## src/hdl/c8x_ram.sv

```systemverilog
`default_nettype none

module c8x_ram #(
    parameter int WIDTH = 8,
    parameter int DEPTH = 16
) (
    input  wire logic                     i_clk,
    input  wire logic                     i_we,
    input  wire logic [$clog2(DEPTH)-1:0] i_waddr,
    input  wire logic [WIDTH-1:0]         i_wdata,
    input  wire logic [$clog2(DEPTH)-1:0] i_raddr,
    output logic      [WIDTH-1:0]         o_rdata
);

    logic [WIDTH-1:0] r_mem [DEPTH];

    // One write port and one registered read port.
    always_ff @(posedge i_clk) begin
        if (i_we) begin
            r_mem[i_waddr] <= i_wdata;
        end
        o_rdata <= r_mem[i_raddr];
    end

endmodule

`default_nettype wire

```

## config.mk

```make
export PLATFORM = sky130hd
export DESIGN_NAME = c8x_ram
export DESIGN_NICKNAME = d
export VERILOG_FILES = /design/src/hdl/c8x_ram.sv
export SDC_FILE = /design/constraint.sdc
export NUM_CORES = 1
export LEC_CHECK = 0
export ABC_AREA = 1
export BUFFER_PORTS_ARGS = -buffer_cell sky130_fd_sc_hd__buf_2
export CELL_PAD_IN_SITES_DETAIL_PLACEMENT = 1
export CELL_PAD_IN_SITES_GLOBAL_PLACEMENT = 1
export CORE_UTILIZATION = 45
export DETAILED_ROUTE_END_ITERATION = 7
export HOLD_SLACK_MARGIN = 0.12
export MAX_ROUTING_LAYER = met4
export PLACE_DENSITY = 0.78
export SETUP_SLACK_MARGIN = 0.02
export SYNTH_ARGS = -nofsm -noshare
export SYNTH_HDL_FRONTEND = slang
export SYNTH_SLANG_ARGS = --single-unit
```

## constraint.sdc

```tcl
create_clock -name i_clk -period 2.3 [get_ports i_clk]
set_clock_uncertainty 0.2 [all_clocks]
set_input_delay 0.115 -clock i_clk [delete_from_list [all_inputs] [get_ports i_clk]]
set_output_delay 0.115 -clock i_clk [all_outputs]
set_load 0.02 [all_outputs]
```

==> key figures <==
Status
  • Outcome: complete, no violations

Power and ir drop
  • Net Sw Power: 1.23 mW
  • Flop pwr share: 0.502
  • Cell Pwr Density: ~840 mW/mm^2
  • Peak VDD IR: 767 uV
  • Int Pwr: 4.33 mW
  • Leakage: 2.84 nW
  • Tot Pwr: 5.56 mW
  • Sw Ratio: 0.221
  • Clock share of power: 0.431
  • Combinational Power Share: 0.067

Clocking
  • Clock transition at the registers of the reported paths: approximately 0.05 ns
  • TritonCTS clock tree: yes
  • Setup Buffers After CTS: 0
  • Clock Root Buffer: clkbuf_16
  • Clk buf depth: 2
  • H-tree depth: 4
  • Clk_lat worst skew: 0.42 ns
  • Number of buffers created by CTS: 17
  • Sink Count: 136

Synthesis
  • Number of enable flip-flop cells after synthesis: between 100 and 150
  • Synth Warn #: 0
  • Post-synth top area share: 0.667
  • Top cells by area, synth: edfxtp_1 (67%), nand2_1 (11%), nand3_1 (8.4%), inv_1 (6.5%), dfxtp_1 (2.8%)
  • Synth async-reset ratio: 0
  • Mean Syn Cell Area: around 10 sq um
  • Sequential element share of the synthesized area: 0.694
  • Post-synth top cells: nand2_1 (173), edfxtp_1 (128), inv_1 (100), nand3_1 (97), nor2_1 (17)
  • Syn nets: between 500 and 600
  • Mapped Cells: 551
  • #FFs+latches synth: 136
  • Synth unique cells: 12
  • Top-count cell post-synth: nand2_1
  • Synthesized cell area: about 0.0058 sq mm
  • Top_reg_cell synth: edfxtp_1
  • Yosys top cell by area: edfxtp_1

Worst setup path
  • Worst EP required: between 2 and 2.5 ns
  • CP Cell Sequence: dlygate4sd3_1, buf_2, inv_1, nand3_1, nand3_1, dlygate4sd3_1, nand2_1
  • Setup crit end kind: flip-flop
  • Setup CP Type: in2reg
  • Arrival @ worst endpoint: 2.28 ns
  • Crit-path max FO: 17
  • Cell family with most CP delay: buffers and inverters
  • CP max stage cell: dlygate4sd3_1
  • Bufs and invs on worst path: 4
  • CP startpoint kind: input port
  • Worst stage delay on the critical path: roughly 0.57 ns

Cells and area
  • Share of cells above drive strength 1: 0.0902
  • Nets: 604
  • Layout area overhead: 14.8%
  • # diodes: 0
  • Final Util: 0.540
  • Final non-filler cell total: 767

GRT
  • Vias in the first global route: 4082
  • Initial antenna violation count: 0
  • Congestion Overflow GR: 0
  • First-pass GRT wire length: 22000 um
  • GR Util met2: 0.388
  • Met1 usage: 0.298
  • Largest net degree at the start of global routing: 65
  • Met3 usage: 0.0659
  • Total GRT Usage: 0.244
  • GR peak layer: met2

Floorplan
  • Row cnt: 40
  • DIE AREA: 0.0133 sq mm
  • Die Span Y: 115 um
  • Chip width: 115 um
  • Io pins: 26
  • Core area: 0.0123 sq mm
  • Initial core utilization: 0.470

Detailed routing
  • Total wire length: 14100 um
  • Post-route ant nets: 0
  • Vias post-DR: 3823
  • Drt drc: 0
  • DR pass1 iterations: 5
  • Vias per cell: about 5
  • Avg WL per Cell: around 18 um
  • Initial DRC Count: 304

Place
  • Dpl ws: roughly 0.63 ns
  • Placed cells: just over 700
  • PortBufs: 25
  • Detailed Place HPWL: 8700 um
  • RePlAce Congestion: between 0.8 and 0.9

Run
  • Maximum Capacitance Violations: 0

Hold path
  • Tightest Hold Check Type: in2reg

STA
  • Final setup fails: 0
  • Slew HR: 0.503
  • Final WS setup: 0.131 ns
  • Final Hold Viols: 0
  • Slew of the pin with the lowest slew margin: 0.742 ns
  • Minimum clock period: 2.17 ns
  • Period Utilization, post-route: 0.943
  • Unrepaired setup endpoints after global routing: false
  • Fmax: 461 MHz
  • Total negative slack: 0 ns
  • Final Max Tran Viols: 0
-- sequential cells by signal, summed over array words and instances, names as in the netlist --
| name | flops |
|---|---|
| o_rdata | 8 |
| r_mem | 128 |
-- power groups by stage --
stage	registers (mW)	clock network [mW]	logic, mW
final	2.79	2.40	0.374
after global routing	2.79	2.52	0.411
after CTS	2.79	2.42	0.377
after detailed placement	2.84	0	0.356
after global placement	2.84	0	0.346
after floorplan	2.86	0	0.195
-- path summary, 6_finish.rpt --
path / startpoint / endpoint / slack, ns / cells after the start
worst max-delay path: i_raddr[2] / o_rdata[5] / 0.13 / 7
worst min-delay path: i_we / r_mem[2][4] / 0.14 / 3
worst max register to register: r_mem[9][5] / o_rdata[5] / 0.55 / 7
worst min register to register: r_mem[6][7] / o_rdata[7] / 0.52 / 6
-- repair_timing --
item                      CTS  global route
resized for setup           0             0
hold endpoints to repair  136             0
hold buffers               11             0
-- layout make-up --
cell class | count | area (sq um)
clock buffers | 19 | 433
well taps | 168 | 210
fillers | 1334 | 5640
inverters | 102 | 383
clock inverters | 13 | 87.6
multi-input cells | 289 | 1210
repair buffers | 40 | 290
flip-flops and latches | 136 | 4000
-- routing by layer --
metal | wire length (um) | share of wire
met5 | 0 | 0
met4 | 265 | 0.019
met3 | 858 | 0.061
met2 | 7050 | 0.50
met1 | 5880 | 0.42
-- kinds of logic (layout without fill, tap and decap cells) --
group | Yosys count | in the layout | synth area share
flip-flops | 136 | 136 | 0.694
buffers and inverters | 126 | 174 | 0.0952
AND/OR/NAND/NOR | 289 | 289 | 0.210
-- tightest hold or removal path: cells and delay by family --
kind | cells | cell delay [ns]
buffers and inverters | 1 | 0.12
and+or+nand+nor | 2 | 0.31
-- stage by stage --
| step | instance area, sq um | hold WS [ns] |
|---|---|---|
| 4_1_cts | 6620 | 0.121 |
| 2_1_floorplan | 5770 | 0.0139 |
| 5_1_grt | 6620 | 0.155 |
| 3_3_place_gp | 5990 | 0.318 |
| 6_report | 6620 | 0.138 |
| 3_5_place_dp | 5990 | 0.318 |
-- cells in the final DEF, fill, tap and decap left out, types with 7 or more instances in the layout --
master	synthesis	routed
clkbuf_16	0	17
nand2_1	173	173
inv_1	100	100
dfxtp_1	8	8
nand3_1	97	97
buf_2	13	25
clkinv_1	0	7
dlygate4sd3_1	0	11
nor2_1	17	17
edfxtp_1	128	128
(Power assumes the default switching activity.)
