==> config.mk <==
export PLATFORM = sky130hd
export DESIGN_NAME = c8x_alu
export DESIGN_NICKNAME = d
export VERILOG_FILES = /design/src/hdl/c8x_pkg.sv /design/src/hdl/c8x_alu.sv
export SDC_FILE = /design/constraint.sdc
export NUM_CORES = 1
export LEC_CHECK = 0
export BUFFER_PORTS_ARGS = -buffer_cell sky130_fd_sc_hd__buf_2
export CAP_MARGIN = 40
export CORE_MARGIN = 2
export CORE_UTILIZATION = 25
export DETAILED_ROUTE_END_ITERATION = 8
export PLACE_DENSITY = 0.58
export SLEW_MARGIN = 15
export SYNTH_ARGS = -nofsm -noshare
export SYNTH_HDL_FRONTEND = slang
export SYNTH_SLANG_ARGS = --single-unit
export TNS_END_PERCENT = 20
==> constraint.sdc <==
create_clock -name vclk -period 4.6
set_input_delay 0.23 -clock vclk [all_inputs]
set_output_delay 0.23 -clock vclk [all_outputs]
set_load 0.02 [all_outputs]
==> src/hdl/c8x_pkg.sv <==
`default_nettype none

package c8x_pkg;

    // Default geometry and sizes of the machine.
    localparam int SCREEN_WIDTH_DEF  = 64;
    localparam int SCREEN_HEIGHT_DEF = 32;
    localparam int STACK_DEPTH_DEF   = 16;
    localparam int MEMORY_BYTES_DEF  = 4096;

    localparam logic [11:0] PC_RESET = 12'h200;
    localparam logic [11:0] PC_STEP  = 12'd2;

    // Item modes.
    localparam logic [1:0] MODE_EXEC = 2'd0;
    localparam logic [1:0] MODE_LOAD = 2'd1;
    localparam logic [1:0] MODE_READ = 2'd2;

    // Major opcode nibbles.
    localparam logic [3:0] OP_SYS  = 4'h0;
    localparam logic [3:0] OP_JP   = 4'h1;
    localparam logic [3:0] OP_CALL = 4'h2;
    localparam logic [3:0] OP_SE   = 4'h3;
    localparam logic [3:0] OP_SNE  = 4'h4;
    localparam logic [3:0] OP_SER  = 4'h5;
    localparam logic [3:0] OP_LD   = 4'h6;
    localparam logic [3:0] OP_ADD  = 4'h7;
    localparam logic [3:0] OP_ALU  = 4'h8;
    localparam logic [3:0] OP_SNER = 4'h9;
    localparam logic [3:0] OP_LDI  = 4'hA;
    localparam logic [3:0] OP_JPV0 = 4'hB;
    localparam logic [3:0] OP_RND  = 4'hC;
    localparam logic [3:0] OP_DRW  = 4'hD;
    localparam logic [3:0] OP_KEY  = 4'hE;
    localparam logic [3:0] OP_MISC = 4'hF;

    // Whole words of the system group.
    localparam logic [15:0] OP_CLS = 16'h00E0;
    localparam logic [15:0] OP_RET = 16'h00EE;

    // Register to register operations.
    localparam logic [3:0] F8_LD   = 4'h0;
    localparam logic [3:0] F8_OR   = 4'h1;
    localparam logic [3:0] F8_AND  = 4'h2;
    localparam logic [3:0] F8_XOR  = 4'h3;
    localparam logic [3:0] F8_ADD  = 4'h4;
    localparam logic [3:0] F8_SUB  = 4'h5;
    localparam logic [3:0] F8_SHR  = 4'h6;
    localparam logic [3:0] F8_SUBN = 4'h7;
    localparam logic [3:0] F8_SHL  = 4'hE;

    // Low byte codes of the key and miscellaneous groups.
    localparam logic [7:0] KK_SKP   = 8'h9E;
    localparam logic [7:0] KK_SKNP  = 8'hA1;
    localparam logic [7:0] KK_LDDT  = 8'h07;
    localparam logic [7:0] KK_WAITK = 8'h0A;
    localparam logic [7:0] KK_SETDT = 8'h15;
    localparam logic [7:0] KK_SETST = 8'h18;

    typedef enum logic [1:0] {
        ST_OK      = 2'd0,
        ST_UNKNOWN = 2'd1,
        ST_OVER    = 2'd2,
        ST_UNDER   = 2'd3
    } t_status;

    typedef enum logic [0:0] {
        ALU_ADD = 1'b0,
        ALU_SUB = 1'b1
    } t_alu_op;

    typedef struct packed {
        t_alu_op     op;
        logic [11:0] a;
        logic [11:0] b;
    } t_alu_req;

endpackage

`default_nettype wire

==> src/hdl/c8x_alu.sv <==
`default_nettype none

module c8x_alu
    import c8x_pkg::*;
(
    input  wire t_alu_req    i_req,
    output logic [12:0]      o_res
);

    // Shared 12-bit adder and subtractor; bit 12 carries the carry or borrow.
    always_comb begin
        unique case (i_req.op)
            ALU_SUB: o_res = {1'b0, i_req.a} - {1'b0, i_req.b};
            default: o_res = {1'b0, i_req.a} + {1'b0, i_req.b};
        endcase
    end

endmodule

`default_nettype wire

==> impl_results.md <==
- Min Tclk post-route: 2.79 ns
- Critical Setup Path Class: in2out
- Crit-path cells: buf_2 > or4_4 > and2b_2 > nor2_1 > xnor2_1 > ha_1 > a21o_1 > a211o_1 > o21ai_0 > a31oi_1 > xnor2_1 > buf_2
- Sequential Area: 0 um^2
- Die X-Extent: 59.6 um
- HPWL after DPL: 1770 um
- Fill cell count: 350
- Hold_sp: i_req[0]
- Worst path slowest cell: or4_4
- Total gr overflow: 0
- Initial Utilization: 25.7%
- Drt drc: 0
- WP data arrival: 2.56 ns
- Rel. slew slack: 80.1%
- Sequential area share after synthesis: 0%
- Critical Path Start Type: primary input
- Crit. End Element: primary output
- Vias: 878
- Crit path buf inv count: 2
- Port bufs: 38
- Max incr delay on CP: 0.54 ns
- Share of the synthesized area in the top cell type: 21.1%
- Number of antenna-violating nets in the routed design: 0
- Synthesized area per cell: 7.35 um^2
- Post-CTS setup buffer count: 0
- Clock network fraction of total power: 0%
- FMAX: 358 MHz
- Layout clock buffer count: 0
- DR vias/cell: 5.02
- Routed WL per cell: 11.3 um
- YS warnings: 0
- Post-CTS Hold Buffers: 0
- Hold Slack: 0.869 ns
- Detailed Routing Iterations Pass 1: 6
- Status: completed
- Resize count post-CTS: 0
- Crit-path leading delay family: simple AND/OR/NAND/NOR gates
- Worst Tran Pin Value: 0.295 ns
- Crit path launch: i_req[7]
- Pins Over Slew Limit: 0
- Sw frac: 58.8%
- Seq cells: 0
- Final worst-path cycle share: 60.7%
- Logic pwr share: 100.0%
- Mapped Cells: 105
- Maxcap violations: 0
- Int Power: 0.0925 mW
- Die Area: 3550 um^2
- Worst EP required: 4.37 ns
- Static leakage: 0.498 nW
- Mapped Area: 772 um^2
- Layout Utilization: 33.3%
- Synth-to-Final Area Change: 29.3%
- Setup TNS: 0 ns
- I/O pin count: 38
- Nets@finish: 183
- Multi-input gate area: 744 um^2
- 1st-iter DRT viols: 17
- CP max FO: 4
- Number of global-route vias before repair: 802
- Worst vdd ir: 0.0000851 V
- Row count: 20
- Largest net degree at the start of global routing: 13
- Syn Nets: 144
- Diode count: 0
- Synth area leaders: ha_1, xnor2_1, a21oi_1
- Pwr Total: 0.225 mW
- Switching power: 0.132 mW
- Worst slack, placed: 1.78 ns
- WL final: 1970 um
- Hold Violations, Final: 0
- P per Cell Area: 225 nW/um^2
- Worst setup margin: 1.81 ns
- Share of cells above drive strength 1: 29.6%
- Yosys top cell by area: ha_1
- Setup repair after global routing missed its margin: no
- Cell variety after synth: 30
- Tot GR Track Use: 10.7%
- Core area: 3000 um^2
- Initial antenna violation count: 0
- Global-route wire length before repair: 3140 um
- Routability Congestion: 0.737
- Flop pwr share: 0%
- DIE HEIGHT: 59.6 um
- Worst hold-check path type: in2out
- Final setup violation count: 0
==> final cells by class <==
cell class                      count  area share (%)
Timing Repair Buffer               38            19.0
Tap cell                           33            4.14
Inverter                            6            2.26
Multi-Input combinational cell     98            74.6
==> Yosys cell counts, types with 2 or more instances <==
library cell  instances
a21o_1                4
a21oi_1              11
a31oi_1               2
ha_1                 13
inv_1                 6
nand2_1               2
nor2_1               12
nor2b_1               3
nor3_1                4
o2111a_1              2
o21ai_0               9
xnor2_1              15
xor2_1                5
==> metrics by stage <==
| stage | std cells | instance area (um^2) |
|---|---|---|
| floorplan | 105 | 772 |
| global placement | 175 | 998 |
| detailed placement | 175 | 998 |
| CTS | 175 | 998 |
| global route | 175 | 998 |
| finish | 175 | 998 |
==> final timing paths <==
check	end	slack (ns)	cells after the start
min	o_res[0]	0.87	4
max	o_res[12]	1.81	12
==> routing by layer <==
layer / GRT usage (%) / wire length [um] / up-vias
met5: 0 / 0 / -
met4: 0.317 / 0 / 0
met3: 0.655 / 117 / 0
met2: 20.3 / 979 / 22
met1: 14.0 / 872 / 398
li1: - / - / 458
==> power by group through the flow <==
stage / Combinational, mW / Clock [mW] / Sequential (mW)
floorplan: 0.160 / 0 / 0
global placement: 0.223 / 0 / 0
detailed placement: 0.227 / 0 / 0
CTS: 0.227 / 0 / 0
global route: 0.247 / 0 / 0
finish: 0.225 / 0 / 0
==> cell families after synthesis <==
group	share of synthesized area, %
buffers and inverters	3.56
multiplexers	1.30
XOR/XNOR	22.7
adder cells (fa/ha/maj)	23.7
AND/OR/NAND/NOR	21.1
AO/OA/AOI/OAI	27.7
==> placed cells by master, fill, tap and decap left out, types with 2 or more instances in the layout <==
cell | netlist | layout
inv_1 | 6 | 6
nand2_1 | 2 | 2
a21oi_1 | 11 | 11
xnor2_1 | 15 | 15
a31oi_1 | 2 | 2
nor2b_1 | 3 | 3
a21o_1 | 4 | 4
nor2_1 | 12 | 12
o2111a_1 | 2 | 2
buf_2 | 1 | 38
ha_1 | 13 | 13
nor3_1 | 4 | 4
xor2_1 | 5 | 5
o21ai_0 | 9 | 9
No activity file was read; power rests on OpenSTA's default activity.
